## config.mk

```make
export PLATFORM = sky130hd
export DESIGN_NAME = rv32m_multiply_divide_unit_top
export DESIGN_NICKNAME = d
export VERILOG_FILES = /design/src/rtl/core/mdu_pkg.sv /design/src/rtl/core/mdu_front.sv /design/src/rtl/core/mdu_queue.sv /design/src/rtl/core/mdu_back.sv /design/src/rtl/core/rv32m_multiply_divide_unit_top.sv
export SDC_FILE = /design/constraint.sdc
export NUM_CORES = 2
export LEC_CHECK = 0
export ABC_AREA = 0
export BUFFER_PORTS_ARGS = -buffer_cell sky130_fd_sc_hd__buf_4
export CORE_MARGIN = 1.5
export CORE_UTILIZATION = 46
export DETAILED_ROUTE_END_ITERATION = 10
export HOLD_SLACK_MARGIN = 0.12
export PLACE_DENSITY = 0.61
export SLEW_MARGIN = 20
export SYNTH_ARGS = -nofsm -noshare
export SYNTH_HDL_FRONTEND = slang
export SYNTH_SLANG_ARGS = --single-unit
```

## constraint.sdc

```tcl
create_clock -name clock -period 10.4 [get_ports clock]
set_input_delay 0.52 -clock clock [delete_from_list [all_inputs] [get_ports clock]]
set_output_delay 0.52 -clock clock [all_outputs]
set_load 0.02 [all_outputs]
```

## src/rtl/core/mdu_pkg.sv

```systemverilog
`default_nettype none
// ----------------------------------------------------------------------------
// mdu_pkg
// Shared types and constants for the RV32M multiply/divide unit.
// ----------------------------------------------------------------------------
package mdu_pkg;

   localparam int unsigned XLEN = 32;
   localparam int unsigned CMD_WIDTH = 3;
   localparam int unsigned QUEUE_DEPTH = 4;

   localparam logic [CMD_WIDTH-1:0] CMD_MUL    = 3'd0;
   localparam logic [CMD_WIDTH-1:0] CMD_MULH   = 3'd1;
   localparam logic [CMD_WIDTH-1:0] CMD_MULHSU = 3'd2;
   localparam logic [CMD_WIDTH-1:0] CMD_MULHU  = 3'd3;
   localparam logic [CMD_WIDTH-1:0] CMD_DIV    = 3'd4;
   localparam logic [CMD_WIDTH-1:0] CMD_DIVU   = 3'd5;
   localparam logic [CMD_WIDTH-1:0] CMD_REM    = 3'd6;
   localparam logic [CMD_WIDTH-1:0] CMD_REMU   = 3'd7;

   // classified operation passed from front to back
   typedef struct packed {
      logic              is_div;     // divide/remainder, else multiply
      logic              want_high;  // high product word / remainder
      logic              neg_result; // negate the unsigned result
      logic              special;    // result known up front
      logic [XLEN-1:0]   special_val;
      logic [XLEN-1:0]   mag_a;      // operand magnitudes / raw values
      logic [XLEN-1:0]   mag_b;
      logic              sign_a;     // for signed multiply correction
      logic              sign_b;
   } op_type;

endpackage
`default_nettype wire

```

## src/rtl/core/mdu_front.sv

```systemverilog
`default_nettype none
// ----------------------------------------------------------------------------
// mdu_front
// Decodes the command and prepares operands: magnitudes, result sign and
// the special divide cases, registered into one op record.
// ----------------------------------------------------------------------------
module mdu_front (
   input  wire logic                         clock,
   input  wire logic                         reset,
   input  wire logic                         in_valid,
   input  wire logic [mdu_pkg::CMD_WIDTH-1:0] command,
   input  wire logic [mdu_pkg::XLEN-1:0]     left_operand,
   input  wire logic [mdu_pkg::XLEN-1:0]     right_operand,
   output mdu_pkg::op_type                   op_out,
   output logic                              op_valid
);
   import mdu_pkg::*;

   op_type op_in, op_ff;
   logic   valid_ff;
   logic   sa, sb, signed_a, signed_b, b_zero, ovf;
   logic [XLEN-1:0] min_val;

   always_comb begin
      min_val  = {1'b1, {(XLEN-1){1'b0}}};
      signed_a = (command == CMD_MULH) || (command == CMD_MULHSU) ||
                 (command == CMD_DIV)  || (command == CMD_REM);
      signed_b = (command == CMD_MULH) || (command == CMD_DIV) ||
                 (command == CMD_REM);
      sa       = signed_a & left_operand[XLEN-1];
      sb       = signed_b & right_operand[XLEN-1];
      b_zero   = (right_operand == '0);
      ovf      = (left_operand == min_val) && (&right_operand);
      op_in    = '0;
      op_in.is_div    = command[2];
      op_in.want_high = command[2] ? command[1] : (command != CMD_MUL);
      op_in.sign_a    = sa;
      op_in.sign_b    = sb;
      if (command[2]) begin
         // divider works on magnitudes
         op_in.mag_a = sa ? (~left_operand + 1'b1) : left_operand;
         op_in.mag_b = sb ? (~right_operand + 1'b1) : right_operand;
         op_in.neg_result = command[1] ? sa : (sa ^ sb);
      end else begin
         op_in.mag_a = left_operand;
         op_in.mag_b = right_operand;
      end
      if (command[2] && b_zero) begin
         op_in.special     = 1'b1;
         op_in.special_val = command[1] ? left_operand : '1;
      end else if (command[2] && !command[0] && ovf) begin
         op_in.special     = 1'b1;
         op_in.special_val = command[1] ? '0 : min_val;
      end
   end

   always_ff @(posedge clock) begin
      if (reset) begin
         valid_ff <= 1'b0;
      end else begin
         valid_ff <= in_valid;
      end
      op_ff <= op_in;
   end

   assign op_out   = op_ff;
   assign op_valid = valid_ff;

endmodule
`default_nettype wire

```

## src/rtl/core/mdu_queue.sv

```systemverilog
`default_nettype none
// ----------------------------------------------------------------------------
// mdu_queue
// Small fifo between the decode front and the execute back end.
// ----------------------------------------------------------------------------
module mdu_queue #(
   parameter int unsigned DEPTH = mdu_pkg::QUEUE_DEPTH
) (
   input  wire logic             clock,
   input  wire logic             reset,
   input  wire logic             push,
   input  mdu_pkg::op_type       push_data,
   input  wire logic             pop,
   output mdu_pkg::op_type       pop_data,
   output logic                  not_empty,
   output logic                  almost_full
);
   import mdu_pkg::*;

   localparam int unsigned AW = (DEPTH > 1) ? $clog2(DEPTH) : 1;

   op_type            mem [DEPTH];
   logic [AW-1:0]     wr_ff, rd_ff;
   logic [AW:0]       cnt_ff;

   function automatic logic [AW-1:0] bump(input logic [AW-1:0] p);
      return (p == AW'(DEPTH - 1)) ? '0 : p + 1'b1;
   endfunction

   always_ff @(posedge clock) begin
      if (reset) begin
         wr_ff  <= '0;
         rd_ff  <= '0;
         cnt_ff <= '0;
      end else begin
         if (push) wr_ff <= bump(wr_ff);
         if (pop)  rd_ff <= bump(rd_ff);
         cnt_ff <= cnt_ff + (AW+1)'(push) - (AW+1)'(pop);
      end
      if (push) mem[wr_ff] <= push_data;
   end

   assign pop_data    = mem[rd_ff];
   assign not_empty   = (cnt_ff != '0);
   // two slots held back for the item in the front register and the one arriving
   assign almost_full = (cnt_ff >= (AW+1)'(DEPTH - 2));

   assert property (@(posedge clock) disable iff (reset) !(pop && !not_empty))
      else $error("queue popped while empty");
   assert property (@(posedge clock) disable iff (reset)
      !(push && !pop && cnt_ff == (AW+1)'(DEPTH)))
      else $error("queue pushed while full");
   assert property (@(posedge clock) disable iff (reset)
      cnt_ff <= (AW+1)'(DEPTH))
      else $error("queue count out of range");

endmodule
`default_nettype wire

```

## src/rtl/core/mdu_back.sv

```systemverilog
`default_nettype none
// ----------------------------------------------------------------------------
// mdu_back
// Execute side: a two-stage pipelined multiplier and a radix-2 iterative
// divider over magnitudes. Multiplies flow one per cycle while the divider is
// idle; a divide holds the unit until its last quotient bit is formed.
// ----------------------------------------------------------------------------
module mdu_back (
   input  wire logic                     clock,
   input  wire logic                     reset,
   input  wire logic                     op_avail,
   input  mdu_pkg::op_type               op_in,
   output logic                          op_take,
   output logic                          rsp_strobe,
   output logic [mdu_pkg::XLEN-1:0]      rsp_result_word
);
   import mdu_pkg::*;

   localparam int unsigned HW = XLEN / 2;
   localparam int unsigned CW = $clog2(XLEN + 1);

   // ---------------- multiplier: 16x16 partial products then sum
   logic            m1_v_ff, m2_v_ff;
   logic            m1_hi_ff;
   logic [XLEN-1:0] pp_ll_ff, pp_lh_ff, pp_hl_ff, pp_hh_ff;
   logic [XLEN-1:0] corr_ff, m_a, m_b, corr_in;
   logic [2*XLEN-1:0] prod;
   logic [XLEN-1:0] m2_res_ff;

   // ---------------- divider
   logic            d_busy_ff, d_done_ff, d_neg_ff;
   logic [CW-1:0]   d_cnt_ff;
   logic [XLEN-1:0] d_quo_ff, d_rem_ff, d_div_ff, d_res;
   logic            d_high_ff;
   logic [XLEN+1:0] d_trial;
   logic [XLEN:0]   d_rem_sh;
   logic            s_v_ff, s2_v_ff;
   logic [XLEN-1:0] s_val_ff, s2_val_ff;

   logic take_mul, take_div, take_spec;

   always_comb begin
      take_spec = op_avail && op_in.special && !d_busy_ff;
      take_div  = op_avail && op_in.is_div && !op_in.special && !d_busy_ff;
      take_mul  = op_avail && !op_in.is_div && !d_busy_ff;
      op_take   = take_spec || take_div || take_mul;
      m_a = op_in.mag_a;
      m_b = op_in.mag_b;
      // signed high-word correction: subtract b<<32 when a<0, a<<32 when b<0
      corr_in = (op_in.sign_a ? m_b : '0) + (op_in.sign_b ? m_a : '0);
      prod = {pp_hh_ff, pp_ll_ff}
           + {{HW{1'b0}}, pp_lh_ff, {HW{1'b0}}}
           + {{HW{1'b0}}, pp_hl_ff, {HW{1'b0}}};
      d_rem_sh = {d_rem_ff, d_quo_ff[XLEN-1]};
      d_trial  = {1'b0, d_rem_sh} - {2'b00, d_div_ff};
   end

   always_ff @(posedge clock) begin
      if (reset) begin
         m1_v_ff   <= 1'b0;
         m2_v_ff   <= 1'b0;
         d_busy_ff <= 1'b0;
         d_done_ff <= 1'b0;
         s_v_ff    <= 1'b0;
         s2_v_ff   <= 1'b0;
         d_cnt_ff  <= '0;
      end else begin
         m1_v_ff <= take_mul;
         m2_v_ff <= m1_v_ff;
         s_v_ff  <= take_spec;
         s2_v_ff <= s_v_ff;
         d_done_ff <= 1'b0;
         if (take_div) begin
            d_busy_ff <= 1'b1;
            d_cnt_ff  <= CW'(XLEN);
         end else if (d_busy_ff) begin
            d_cnt_ff <= d_cnt_ff - 1'b1;
            if (d_cnt_ff == CW'(1)) begin
               d_busy_ff <= 1'b0;
               d_done_ff <= 1'b1;
            end
         end
      end
      // multiplier datapath
      pp_ll_ff <= XLEN'(m_a[HW-1:0])    * XLEN'(m_b[HW-1:0]);
      pp_lh_ff <= XLEN'(m_a[HW-1:0])    * XLEN'(m_b[XLEN-1:HW]);
      pp_hl_ff <= XLEN'(m_a[XLEN-1:HW]) * XLEN'(m_b[HW-1:0]);
      pp_hh_ff <= XLEN'(m_a[XLEN-1:HW]) * XLEN'(m_b[XLEN-1:HW]);
      corr_ff  <= corr_in;
      m1_hi_ff <= op_in.want_high;
      m2_res_ff <= m1_hi_ff ? (prod[2*XLEN-1:XLEN] - corr_ff) : prod[XLEN-1:0];
      // known results ride two stages to line up with the multiplier
      s_val_ff  <= op_in.special_val;
      s2_val_ff <= s_val_ff;
      // divider datapath, restoring, one quotient bit a cycle
      if (take_div) begin
         d_quo_ff  <= op_in.mag_a;
         d_rem_ff  <= '0;
         d_div_ff  <= op_in.mag_b;
         d_neg_ff  <= op_in.neg_result;
         d_high_ff <= op_in.want_high;
      end else if (d_busy_ff) begin
         d_quo_ff <= {d_quo_ff[XLEN-2:0], !d_trial[XLEN+1]};
         d_rem_ff <= d_trial[XLEN+1] ? d_rem_sh[XLEN-1:0] : d_trial[XLEN-1:0];
      end
   end

   always_comb begin
      d_res = d_high_ff ? d_rem_ff : d_quo_ff;
      if (d_neg_ff) d_res = ~d_res + 1'b1;
   end

   // at most one source finishes a cycle: issue is serialized by the single take
   always_comb begin
      rsp_strobe = m2_v_ff || d_done_ff || s2_v_ff;
      priority if (m2_v_ff) begin
         rsp_result_word = m2_res_ff;
      end else if (d_done_ff) begin
         rsp_result_word = d_res;
      end else begin
         rsp_result_word = s2_val_ff;
      end
   end

   assert property (@(posedge clock) disable iff (reset)
      $countones({m2_v_ff, d_done_ff, s2_v_ff}) <= 1)
      else $error("two results in one cycle");
   assert property (@(posedge clock) disable iff (reset) d_busy_ff |-> !op_take)
      else $error("issue while divider busy");
   assert property (@(posedge clock) disable iff (reset)
      (d_busy_ff && d_cnt_ff == CW'(1)) |=> d_done_ff)
      else $error("divide did not finish");

endmodule
`default_nettype wire

```

## src/rtl/core/rv32m_multiply_divide_unit_top.sv

```systemverilog
`default_nettype none
// ----------------------------------------------------------------------------
// rv32m_multiply_divide_unit_top
// RV32M multiply/divide unit with decode front, op queue and execute back.
// ----------------------------------------------------------------------------
// path: the front registers each accepted command into the op queue; from
// there multiplies pass stages m1 and m2, divide by zero and signed overflow
// pass s and s2, and a divide holds the radix-2 divider while it forms one
// quotient bit per cycle; multiplies issue one per cycle while it is idle
// busy rises when the op queue nears full; the receiver cannot stall
// reset is synchronous, clears queue, valid bits and divider control
module rv32m_multiply_divide_unit_top #(
   parameter int unsigned QDEPTH = mdu_pkg::QUEUE_DEPTH
) (
   input  wire logic                          clock,
   input  wire logic                          reset,
   input  wire logic                          start,
   output logic                               busy,
   input  wire logic [mdu_pkg::CMD_WIDTH-1:0] req_command,
   input  wire logic [mdu_pkg::XLEN-1:0]      req_left_operand,
   input  wire logic [mdu_pkg::XLEN-1:0]      req_right_operand,
   output logic                               rsp_strobe,
   output logic [mdu_pkg::XLEN-1:0]           rsp_result_word
);
   import mdu_pkg::*;

   op_type f_op, q_op;
   logic   f_valid, q_avail, q_take, q_afull, accept;

   assign busy   = q_afull;
   assign accept = start && !busy;

   mdu_front u_front (
      .clock, .reset,
      .in_valid      (accept),
      .command       (req_command),
      .left_operand  (req_left_operand),
      .right_operand (req_right_operand),
      .op_out        (f_op),
      .op_valid      (f_valid)
   );

   mdu_queue #(.DEPTH(QDEPTH)) u_queue (
      .clock, .reset,
      .push        (f_valid),
      .push_data   (f_op),
      .pop         (q_take),
      .pop_data    (q_op),
      .not_empty   (q_avail),
      .almost_full (q_afull)
   );

   mdu_back u_back (
      .clock, .reset,
      .op_avail        (q_avail),
      .op_in           (q_op),
      .op_take         (q_take),
      .rsp_strobe      (rsp_strobe),
      .rsp_result_word (rsp_result_word)
   );

endmodule
`default_nettype wire

```

After elaboration in Yosys (flattened, before gate mapping)
Memory sizes are Yosys's and may differ from the RTL's. A register that Yosys moved wholly into a read port is not among the register bits. Cells that the tools add are included.

Register bits: 477. Bits in latches: 0. RAM bits: 408. Bits in read-only memories: 0. Input bits: 70. Output and inout port bits: 34. Word-level logic and storage cells: 134. Memories: 1.

Memories: u_queue.mem (depth 4, bits a word 102, rd ports 1, clocked after memory_dff 1, wr ports 1, line mdu_queue.sv:22) `op_type mem [DEPTH];`.

Add/sub/neg operators: 13. $mul: 4. Div/mod/pow operators: 0. $lt $le $gt $ge: 1. Equality and inequality tests: 8. Shift operators: 0. Multiplexer cells: 31. Bitwise gates (word level): 7. Reduce and logical (&&, ||, !) cells: 34.

Operator list (number): $mux 32 (15); $add 64x48->64 (2); $mul 16x16->32 (4); $add 32x1->32 const B (3); $not 32->32 (3); $mux 64 (1); $sub 33x32->34 (1); $mux 33 (1); $add 32x32->32 (1); $eq 32x32->1 const B (1); $logic_not 32->1 (1); $reduce_and 32->1 (1); $sub 32x32->32 (1); $logic_and 1x1->1 (12); $mux 6 (2); $logic_or 1x1->1 (9); $mux 1 (8); $mux 2 (4); $eq 3x3->1 const B (2); $eq 6x1->1 const B (1); $logic_not 1->1 (6); $reduce_bool 3->1 (2); $sub 6x1->6 const B (1); $add 2x1->2 const B (2); 12 further kinds (14).

Depth between registers and ports, before layout
Word-level depth: 8. Depth in mapped cells: 32. Mapped depth without buffers: 28.

Modules after synthesis
A second synthesis with hierarchy kept.

Cells, all modules: 6942. Area, all modules: 72467.0 sq um.

Modules (own cells, without submodules): mdu_back (instances 1, cells an instance 5962, area an instance 53395.0 sq um, seq. area each 8007.7 sq um); mdu_queue (instances 1, cells an instance 577, area an instance 15165.8 sq um, seq. area each 12431.9 sq um); mdu_front (instances 1, cells an instance 402, area an instance 3892.5 sq um, seq. area each 2062.0 sq um); rv32m_multiply_divide_unit_top (instances 1, cells an instance 1, area an instance 13.8 sq um, seq. area each 0.0 sq um).

Worst setup path before layout
OpenSTA, ideal clock, no wires.

Kind: register to register. Start: reg with a tool-made name. End: reg u_back.pp_ll_ff[31]. Setup time: 72 ps. Arrival: 7881 ps. Data required time: 10328 ps. Slack: 2447 ps. Cell stages (with the launch flop): 32. Path buffers: 5. Period minus slack after synthesis: 7953 ps. Cell sequence: dfxtp_1 > clkbuf_1 > clkbuf_1 > buf_1 > buf_1 > mux2i_1 > nand2_1 > o21ai_0 > clkbuf_1 > nor2_1 > fa_1 > inv_1 > fa_1 > fa_1 > inv_1 > fa_1 > fa_1 > inv_1 > fa_1 > inv_1 > ha_1 > a21o_1 > o21ai_0 > a21boi_0 > a311oi_1 > a211oi_1 > o2111a_1 > nor2_1 > o21a_1 > o21ai_0 > a21oi_1 > xnor2_1.

RTL lines: end signal: assignment (line mdu_back.sv:85) `pp_ll_ff <= XLEN'(m_a[HW-1:0]) * XLEN'(m_b[HW-1:0]);`; end: declaration (line mdu_back.sv:25) `logic [XLEN-1:0] pp_ll_ff, pp_lh_ff, pp_hl_ff, pp_hh_ff;`.

==> impl_metrics.ini <==
[outcome]
status = complete, no violations

[floorplanning]
dieHeight_um = 394.7
dieArea_um2 = 155800
die_width_um = 394.7
core_area_um2 = 152100
ios = 104
initial_core_util_pct = 46.41
num_rows = 143

[yosys]
yosysSeqAreaShare_pct = 31.88
synthFlopType = edfxtp_1
yosys_warnings = 0
async_flop_share_pct = 0
syn_area_um2 = 70580
synth-seq-cells = 887
synth.avg_cell_area_um2 = 10.02
synth-edff-count = 474
synthCells = 7047
ys_types = 82
synth.net_count = 8486

[worst_setup_path]
end_kind = register
arrival_ns = 9.38
critPathLaunchType = register
r2r_slack_ns = 1.58
criticalPathCategory = register to register
reg2reg_to = u_back.pp_ll_ff[30]
ff2ff_path_depth = 26
crit_fanout = 67
cp.required_ns = 10.97

[worst_hold_path]
hold_depth = 3
hold_path.class = input port to register
min_to = u_front.op_out[68]
min_from = req_left_operand[2]

[global_route]
grtUsageTotal_pct = 29.21
grt_antenna_before_repair = 16
grt_start_max_net_pins = 70
grt-ovfl-total = 0
grt_pass1_wl_mm = 334.8
grt_pass1_vias = 51550

[layout]
multi_input_area_um2 = 42980
final_nets = 8596
drive_gt1_share_pct = 8.248
mostFrequentLayoutCell = inv_1
area_growth_pct = 10.75
layout_common_cells = inv_1 (1097), nand2_1 (815), fa_1 (813)
fin_area_um2 = 78170
stdcell_count = 9273
num-fill-cells = 13780
ff_latch_area_um2 = 22510
utilization_pct = 51.40

[clock_network]
cts_tree = yes
path_clk_slew_ns = 0.08
clock-sinks = 887
postCtsSetupBuffers = 0
cts_made_buffers = 95
cts_max_level = 3
clock-root-buffer = clkbuf_16
insertion_delay_ns = 0.76
cts_resized = 0
ctsHoldBuffers = 73
clockBufferDepth = 3

[sta]
post-route-period-util_pct = 84.76
slew_headroom_pct = 23.91
fmax_ghz = 0.1134
tightest_slew_ns = 1.133
finalClockSkew_ns = 0.08686
layout_min_cycle_time_ns = 8.815
drv_slew = 0
rsz0062_at_grt = false
hold_viol_final = 0
fin_tns_setup_ns = 0
setup_violations = 0

[placed_design]
gp_congestion = 0.9568
place_area_um2 = 74020
port_buffers = 103
hpwl_mm = 176.2
dp.cells = 9017

[route]
wl_mm = 228.6
drt-vias-per-instance = 5.560
vias = 51560
wl_per_cell_um = 24.65
first_pass_iters = 8
first_iter_violations = 4811
drc = 0
ant_nets = 0

[job]
drv_cap = 0
[per-stage QoR]
| stage | setup WS (ns) | hold WS, ns |
|---|---|---|
| detailed placement | 1.755 | 0.3121 |
| global route | 1.151 | 0.1495 |
| global placement | 1.843 | 0.3123 |
| floorplan | 2.447 | 0.3096 |
| finish | 1.585 | 0.1780 |
| CTS | 1.695 | 0.1273 |
[layer usage]
metal	part of all wire (%)	vias up	track usage [%]	routed length [um]
li1	-	23000	-	-
met1	42	25710	40.58	96420
met2	43	2318	44.04	98360
met3	9.4	535	5.912	21380
met4	5.4	4	13.20	12390
met5	0.010	-	0	24
[layout make-up]
| class | instances | area share (%) |
|---|---|---|
| Antenna cell | 5 | 0.01601 |
| Clock buffer | 141 | 3.605 |
| Clock inverter | 37 | 0.7411 |
| Inverter | 1103 | 5.297 |
| Multi-Input combinational cell | 4757 | 54.99 |
| Sequential cell | 887 | 28.80 |
| Tap cell | 2030 | 3.249 |
| Timing Repair Buffer | 313 | 3.304 |
[flip-flops by register name, indices dropped and copies added (netlist names), 2 cells and up, named ones only]
name and flops:
u_back.d_cnt_ff 6, u_back.corr_ff 32, u_back.s_val_ff 32, u_queue.rd_ff 2, u_queue.wr_ff 2, u_back.d_quo_ff 32
u_back.d_div_ff 32, u_back.pp_hl_ff 32, u_back.pp_lh_ff 32, u_front.op_out 102, u_back.s2_val_ff 32, u_back.m2_res_ff 32
u_queue.cnt_ff 3, u_back.pp_hh_ff 32, u_queue.mem 408, u_back.d_rem_ff 32, u_back.pp_ll_ff 32
[how the worst max path moves through the flow]
stage             start                  end
3_5_place_dp   register  u_back.pp_ll_ff[30]
5_1_grt        register  u_back.pp_ll_ff[31]
2_1_floorplan  register  u_back.pp_ll_ff[31]
6_report       register  u_back.pp_ll_ff[30]
4_1_cts        register  u_back.pp_ll_ff[30]
3_3_place_gp   register  u_back.pp_ll_ff[30]
[cells by family after synthesis]
kind of cell	count (synthesis)	share of synthesized area, %
AND/OR/NAND/NOR	1868	11.06
buffers and inverters	1403	7.476
adder cells (fa/ha/maj)	1369	32.92
AO/OA/AOI/OAI	966	8.483
flip-flops	887	31.88
XOR/XNOR	320	3.971
multiplexers	234	4.210
[critical path: stages, from the launching register on]
cell and delay [ns]:
dfxtp_4 0.69, buf_12 0.39, mux2_2 0.42, o21ai_2 0.70, buf_4 0.43, nor2_1 0.11, fa_1 0.55, inv_1 0.06
fa_1 0.53, inv_1 0.05, fa_1 0.49, fa_1 0.43, fa_1 0.49, inv_1 0.05, fa_1 0.47, inv_1 0.04
ha_1 0.33, a211oi_1 0.39, nand2_1 0.08, o21ai_0 0.12, a311oi_1 0.15, or3_1 0.40, a21oi_1 0.39, a31oi_1 0.21
a21oi_1 0.27, o21ai_0 0.13, xor2_1 0.15
[synth_stat cells, types with 6 or more instances]
library cell | number | area share [%]
a21boi_0 | 9 | 0.096
a221o_1 | 7 | 0.099
o21bai_1 | 32 | 0.34
o211ai_1 | 9 | 0.096
nand3_1 | 61 | 0.43
nand2_1 | 815 | 4.3
ha_1 | 556 | 9.9
xnor2_1 | 207 | 2.6
a31oi_1 | 24 | 0.21
xor2_1 | 113 | 1.4
o31ai_1 | 15 | 0.16
nand2b_1 | 38 | 0.34
o21a_1 | 66 | 0.70
nor4_1 | 11 | 0.098
mux2i_1 | 100 | 1.4
edfxtp_1 | 474 | 20
fa_1 | 813 | 23
nor3b_1 | 10 | 0.11
or2_2 | 10 | 0.089
a22o_1 | 19 | 0.24
and3_1 | 24 | 0.21
or3_1 | 18 | 0.16
o21ai_1 | 19 | 0.13
mux2_2 | 93 | 1.5
a21oi_1 | 282 | 2.0
nor3_1 | 54 | 0.38
mux4_2 | 41 | 1.3
a211oi_1 | 34 | 0.36
o41ai_1 | 10 | 0.12
buf_1 | 24 | 0.13
nor2_1 | 698 | 3.7
nor2b_1 | 48 | 0.43
a41oi_1 | 6 | 0.074
and2_1 | 36 | 0.32
nand4_1 | 25 | 0.22
clkbuf_1 | 268 | 1.4
a21o_1 | 110 | 1.2
buf_2 | 8 | 0.057
dfxtp_1 | 413 | 12
inv_1 | 1098 | 5.8
o21ai_0 | 269 | 1.9
Power is not shown: default switching activity piles up to over one toggle a cycle in this logic, so the estimate is an artifact.
